--- config.mk ---
export PLATFORM = sky130hd
export DESIGN_NAME = tsb_ctrl
export DESIGN_NICKNAME = d
export VERILOG_FILES = /design/src/hw/rtl/tsb_pkg.sv /design/src/hw/rtl/tsb_ctrl.sv
export SDC_FILE = /design/constraint.sdc
export NUM_CORES = 1
export LEC_CHECK = 0
export BUFFER_PORTS_ARGS = -buffer_cell sky130_fd_sc_hd__buf_2
export CAP_MARGIN = 10
export CORE_MARGIN = 5
export CORE_UTILIZATION = 35
export CTS_BUF_LIST = sky130_fd_sc_hd__clkbuf_16
export DETAILED_ROUTE_END_ITERATION = 6
export PLACE_DENSITY = 0.68
export RECOVER_POWER = 100
export SLEW_MARGIN = 25
export SYNTH_ARGS = -nofsm -noshare
export SYNTH_HDL_FRONTEND = slang
export SYNTH_SLANG_ARGS = --single-unit
--- constraint.sdc ---
create_clock -name clk_i -period 5.5 [get_ports clk_i]
set_clock_uncertainty 0.15 [all_clocks]
set_input_delay 0.825 -clock clk_i [delete_from_list [all_inputs] [get_ports clk_i]]
set_output_delay 0.825 -clock clk_i [all_outputs]
set_load 0.02 [all_outputs]
--- src/hw/rtl/tsb_pkg.sv ---
// ----------------------------------------------------------------------------
// tsb_pkg
// Shared constants, codes and control types of the terminal scroll buffer.
// ----------------------------------------------------------------------------
package tsb_pkg;

  localparam int MAX_COLUMNS = 64;
  localparam int MAX_ROWS    = 32;

  localparam int COL_W     = $clog2(MAX_COLUMNS);
  localparam int ROW_W     = $clog2(MAX_ROWS);
  localparam int ADDR_W    = ROW_W + COL_W;
  localparam int MEM_DEPTH = 1 << ADDR_W;

  // Counts that must also hold the full column or row count.
  localparam int COLCNT_W = $clog2(MAX_COLUMNS + 1);
  localparam int ROWCNT_W = $clog2(MAX_ROWS + 1);

  localparam int CHAR_W = 8;
  localparam logic [CHAR_W-1:0] BLANK_CHAR      = 8'd32;
  localparam logic [CHAR_W-1:0] NEWLINE_CHAR    = 8'd10;
  localparam logic [CHAR_W-1:0] FIRST_PRINTABLE = 8'd32;

  localparam int CFG_IDX_W  = 2;
  localparam int CFG_DATA_W = (COLCNT_W > ROWCNT_W) ? COLCNT_W : ROWCNT_W;
  localparam logic [CFG_IDX_W-1:0] REG_ACTIVE_COLUMNS = 2'd0;
  localparam logic [CFG_IDX_W-1:0] REG_ACTIVE_ROWS    = 2'd1;
  localparam logic [COLCNT_W-1:0]  ACTIVE_COLUMNS_RST = COLCNT_W'(MAX_COLUMNS);
  localparam logic [ROWCNT_W-1:0]  ACTIVE_ROWS_RST    = ROWCNT_W'(MAX_ROWS);

  typedef enum logic [1:0] {
    CMD_WRITE = 2'd0,
    CMD_CLEAR = 2'd1,
    CMD_HOME  = 2'd2,
    CMD_READ  = 2'd3
  } tsb_cmd_e;

  typedef enum logic [3:0] {
    ST_INIT,
    ST_IDLE,
    ST_EXEC,
    ST_CLEAR,
    ST_SCROLL_INIT,
    ST_COPY,
    ST_DRAIN,
    ST_BLANK,
    ST_APPLY,
    ST_FINISH
  } tsb_state_e;

  typedef enum logic [3:0] {
    DP_NOP,
    DP_TAKE,
    DP_SWEEP,
    DP_HOME,
    DP_READ,
    DP_COPY_INIT,
    DP_COPY,
    DP_DRAIN,
    DP_BLANK,
    DP_APPLY
  } tsb_op_e;

  typedef struct packed {
    tsb_op_e op;
    logic    out_load;
  } tsb_ctl_t;

  typedef struct packed {
    tsb_cmd_e cmd;
    logic     need_scroll;
    logic     rows_one;
    logic     copy_last;
    logic     blank_last;
    logic     sweep_last;
    logic     out_free;
  } tsb_status_t;

endpackage

--- src/hw/rtl/tsb_ctrl.sv ---
// ----------------------------------------------------------------------------
// tsb_ctrl
// Sequencer: takes each item from decode to result, via a clear sweep or a scroll and update as needed.
// ----------------------------------------------------------------------------
module tsb_ctrl import tsb_pkg::*; (
  input  logic        clk_i,
  input  logic        rst_ni,
  input  logic        item_valid_i,
  output logic        item_ready_o,
  input  tsb_status_t status_i,
  output tsb_ctl_t    ctl_o
);

  tsb_state_e state_q, state_d;

  always_ff @(posedge clk_i or negedge rst_ni) begin
    if (!rst_ni) begin
      state_q <= ST_INIT;
    end else begin
      state_q <= state_d;
    end
  end

  always_comb begin
    state_d = state_q;
    unique case (state_q)
      ST_INIT: begin
        if (status_i.sweep_last) state_d = ST_IDLE;
      end
      ST_IDLE: begin
        if (item_valid_i) state_d = ST_EXEC;
      end
      ST_EXEC: begin
        unique case (status_i.cmd) inside
          CMD_WRITE:          state_d = status_i.need_scroll ? ST_SCROLL_INIT : ST_APPLY;
          CMD_CLEAR:          state_d = ST_CLEAR;
          CMD_HOME, CMD_READ: state_d = ST_FINISH;
          default:            state_d = ST_FINISH;
        endcase
      end
      ST_CLEAR: begin
        if (status_i.sweep_last) state_d = ST_FINISH;
      end
      ST_SCROLL_INIT: begin
        state_d = status_i.rows_one ? ST_DRAIN : ST_COPY;
      end
      ST_COPY: begin
        if (status_i.copy_last) state_d = ST_DRAIN;
      end
      ST_DRAIN: begin
        state_d = ST_BLANK;
      end
      ST_BLANK: begin
        if (status_i.blank_last) state_d = ST_APPLY;
      end
      ST_APPLY: begin
        state_d = ST_FINISH;
      end
      ST_FINISH: begin
        if (status_i.out_free) state_d = ST_IDLE;
      end
      default: state_d = ST_IDLE;
    endcase
  end

  always_comb begin
    ctl_o.op       = DP_NOP;
    ctl_o.out_load = 1'b0;
    item_ready_o   = 1'b0;
    unique case (state_q)
      ST_INIT:  ctl_o.op = DP_SWEEP;
      ST_IDLE: begin
        item_ready_o = 1'b1;
        if (item_valid_i) ctl_o.op = DP_TAKE;
      end
      ST_EXEC: begin
        unique case (status_i.cmd) inside
          CMD_WRITE:           ctl_o.op = DP_NOP;
          CMD_CLEAR, CMD_HOME: ctl_o.op = DP_HOME;
          CMD_READ:            ctl_o.op = DP_READ;
          default:             ctl_o.op = DP_NOP;
        endcase
      end
      ST_CLEAR:       ctl_o.op = DP_SWEEP;
      ST_SCROLL_INIT: ctl_o.op = DP_COPY_INIT;
      ST_COPY:        ctl_o.op = DP_COPY;
      ST_DRAIN:       ctl_o.op = DP_DRAIN;
      ST_BLANK:       ctl_o.op = DP_BLANK;
      ST_APPLY:       ctl_o.op = DP_APPLY;
      ST_FINISH:      ctl_o.out_load = status_i.out_free;
      default:        ctl_o.op = DP_NOP;
    endcase
  end

  // The cursor update follows either the decode step or the end of a scroll.
  a_apply_entry: assert property (@(posedge clk_i) disable iff (!rst_ni)
    state_q == ST_APPLY |-> $past(state_q) == ST_EXEC || $past(state_q) == ST_BLANK)
    else $error("cursor update entered from an unexpected phase");

  a_finish_waits: assert property (@(posedge clk_i) disable iff (!rst_ni)
    state_q == ST_FINISH && !status_i.out_free |=> state_q == ST_FINISH)
    else $error("result phase left while the output register was occupied");

endmodule

==> summary.md <==
| Metric | Value |
|---|---|
| Cell Area, Synth | `about 480 um2` |
| Die area | `between 0.002 and 0.0025 mm2` |
| Peak Freq | `between 300 and 400 MHz` |
| RR Startpoint | `state_q[3]` |
| # Post-CTS Setup Buffers | `0` |
| CP Launch Point | `status_i[6]` |
| Initial core utilization | `a little under two fifths` |
| Max Cap Viol | `0` |
| RSZ-0062 raised after global routing | `false` |
| Clock power frac | `approximately 29%` |
| Run status | `complete, no violations` |
| Clock tree buffer depth | `2` |
| Max transition margin | `slightly below 70%` |
| Tightest Pin Transition | `0.467 ns` |
| Wire length of the first global-routing pass | `roughly 1900 um` |
| PD cells | `between 600 and 700 mW/mm2` |
| Pint | `between 0.0002 and 0.00025 W` |
| Cell at the root of the clock tree | `clkbuf_16` |
| Switching Share | `a little under half` |
| Net Switching | `0.000179 W` |
| Required time worst endpoint | `~4.5 ns` |
| Placed cell count | `90` |
| Final Wtd Congestion | `between 0.8 and 0.9` |
| Leakage power | `~0.28 nW` |
| Vias in the first global route | `roughly 450` |
| R2R Setup Slk | `roughly 3.4 ns` |
| Non-filler instance count after layout | `93` |
| Ant diodes | `0` |
| Layout area overhead | `29.8%` |
| Die Wd | `between 40 and 50 um` |
| Pre-antenna DRT Iters | `4` |
| WL final | `approximately 1200 um` |
| Final net count | `95` |
| Regs by FF count | `state_q (4)` |
| Cell taking the most area after synthesis | `dfrtp_1` |
| Tot GR Track Use | `around an eighth` |
| Syn avg cell area | `about 7.6 um2` |
| Number of I/O pins | `17` |
| CTS Hold Buffers Added | `0` |
| WL/cell | `12.8 um` |
| Class of the worst hold path | `primary input to async pin` |
| Crit Reg-Reg Endpoint | `state_q[1]` |
| CTS-repair resized insts | `0` |
| Startpoint Class | `primary input` |
| Synth cell types | `28` |
| DRT antenna net count | `0` |
| Seq/Total Area, Yosys | `20.9%` |
| Final setup viols | `0` |
| Final HPWL DP | `approximately 820 um` |
| Combinational share of power | `46.5%` |
| Die Ht | `roughly 47 um` |
| Top post-synthesis cells by area | `dfrtp_1 (21%), ha_1 (10%), mux2i_1 (8.4%)` |
| Multi-input combinational cell area | `between 300 and 400 um2` |
| Residual DRC | `0` |
| Gr ovfl total | `0` |
| CTS Buf Count | `3` |
| CTS tree | `yes` |
| CP endpoint kind | `output port` |
| Tmin final | `3.06 ns` |
| Row count | `13` |
| Vias per cell | `~5.3` |
| Synthesis warning total | `0` |
| Clock transition at path regs | `approximately 0.030 ns` |
| Ys flop type | `dfrtp_1` |
| Tcrit/Tclk final | `55.7%` |
| Sequential Area | `100 um2` |
| CP max FO | `4` |
| Clk Latency, worst-skew pair | `between 0.2 and 0.25 ns` |
| Synth top area share | `between 20% and 30%` |
| CTS sink count | `4` |
| Setup_tns | `0 ns` |
| Initial antenna violation count | `0` |
| Data arrival time of the critical path | `approximately 2.1 ns` |
| Top cells by count, synth | `inv_1 (6), a21oi_1 (5)` |
| Setup Crit Path Kind | `primary input to output port` |
| Layout cell share with drive strength beyond 1 | `approximately 14%` |
| Core Region | `0.00130 mm2` |
| Largest register FFs | `4` |
| Most common cell in the netlist | `inv_1` |
| H-tree depth reported by CTS | `1` |
| Maximum VDD drop | `approximately 0.29 mV` |
| Synth Register Bits | `4` |
| Final Hold Fails | `0` |
| Fillcell total | `130` |
| EDFF count, synth | `0` |
| Biggest register | `state_q` |
| Seq pwr share | `roughly a quarter` |
| Async S/R FF share, synth | `between 90% and 100%` |
| Max Slew Vio Count | `0` |
| Largest net degree at the start of global routing | `17` |
| PortBufs | `16` |
| Via Count | `490` |
| DR iter-0 viols | `7` |
| Worst reg2reg path depth | `4` |
| Cells after Synth | `63` |
| Syn nets | `78` |
| Crit path capture | `ctl_o[2]` |
-- per-stage QoR --
step                hold slack, ns  utilization [%]  instance area (um2)  setup WS, ns  power (W)
floorplan                    0.379                -                  479          2.61   0.000239
global placement             0.480             43.2                  562          2.61   0.000287
detailed placement           0.482             43.2                  562          2.57   0.000289
CTS                          0.240             48.9                  637          2.56   0.000408
global route                 0.287             47.8                  622          2.36   0.000429
finish                       0.266             47.8                  622          2.44   0.000395
-- cells by family after synthesis --
logic type      after synthesis  synth area share [%]
simple gates                 22                  26.6
flops                         4                  20.9
mux                           5                  10.7
xor+xnor                      1                  1.83
buf+inv                      10                  8.09
fa+ha+maj                     4                  10.4
compound gates               17                  21.4
-- cell usage in the layout (no fill, tap or decap), drive strengths merged --
master  synthesis  routed
nand2           4       4
o31ai           2       2
clkbuf          2      11
a31oi           3       3
nand2b          2       2
xnor2           1       1
a21o            1       1
nand4b          2       2
nor3b           1       1
buf             2       8
o41ai           1       1
nand3b          1       1
nand3           2       2
ha              4       4
nor2            4       4
mux2            1       1
or3             1       1
inv             6       6
mux2i           4       4
nor3            2       2
a211oi          1       1
nor2b           2       2
a21oi           5       5
o21ai           4       4
or3b            1       1
dfrtp           4       4
-- area by class of cell --
cell class / instances / share of cell area, %
Inverter: 6 / 3.62
Timing Repair Buffer: 16 / 11.3
Sequential cell: 4 / 16.1
Clock buffer: 3 / 12.1
Tap cell: 15 / 3.02
Multi-Input combinational cell: 49 / 53.9
-- how the worst min path moves through the flow --
stage                     startpoint         end  slack [ns]  depth (start not counted)
after CTS                     rst_ni  state_q[3]        0.24                          1
after floorplan               rst_ni  state_q[0]        0.38                          0
after detailed placement      rst_ni  state_q[2]        0.48                          1
after global routing          rst_ni  state_q[3]        0.29                          1
final                         rst_ni  state_q[3]        0.27                          1
after global placement        rst_ni  state_q[2]        0.48                          1
-- power by group through the flow --
stage | registers, W | logic, W | clock network [W]
finish | 0.0000960 | 0.000184 | 0.000116
global route | 0.000104 | 0.000204 | 0.000120
CTS | 0.0000957 | 0.000194 | 0.000118
detailed placement | 0.0000961 | 0.000193 | 0
global placement | 0.0000962 | 0.000191 | 0
floorplan | 0.0000587 | 0.000180 | 0
-- worst max-delay path: stages --
cell and delay, ns:
clkbuf_1 0.17, inv_1 0.07, ha_1 0.30, nor3b_1 0.05, a21oi_1 0.14, nor2_1 0.06
a211oi_1 0.22, clkbuf_1 0.26
-- metal layers --
metal	vias to the layer above	part of all wire (%)	GRT usage, %
met5	-	0	0
met4	0	4.8	13.3
met3	4	5.0	3.83
met2	15	41	17.9
met1	215	49	15.8
li1	256	-	-
(Power assumes the default switching activity.)
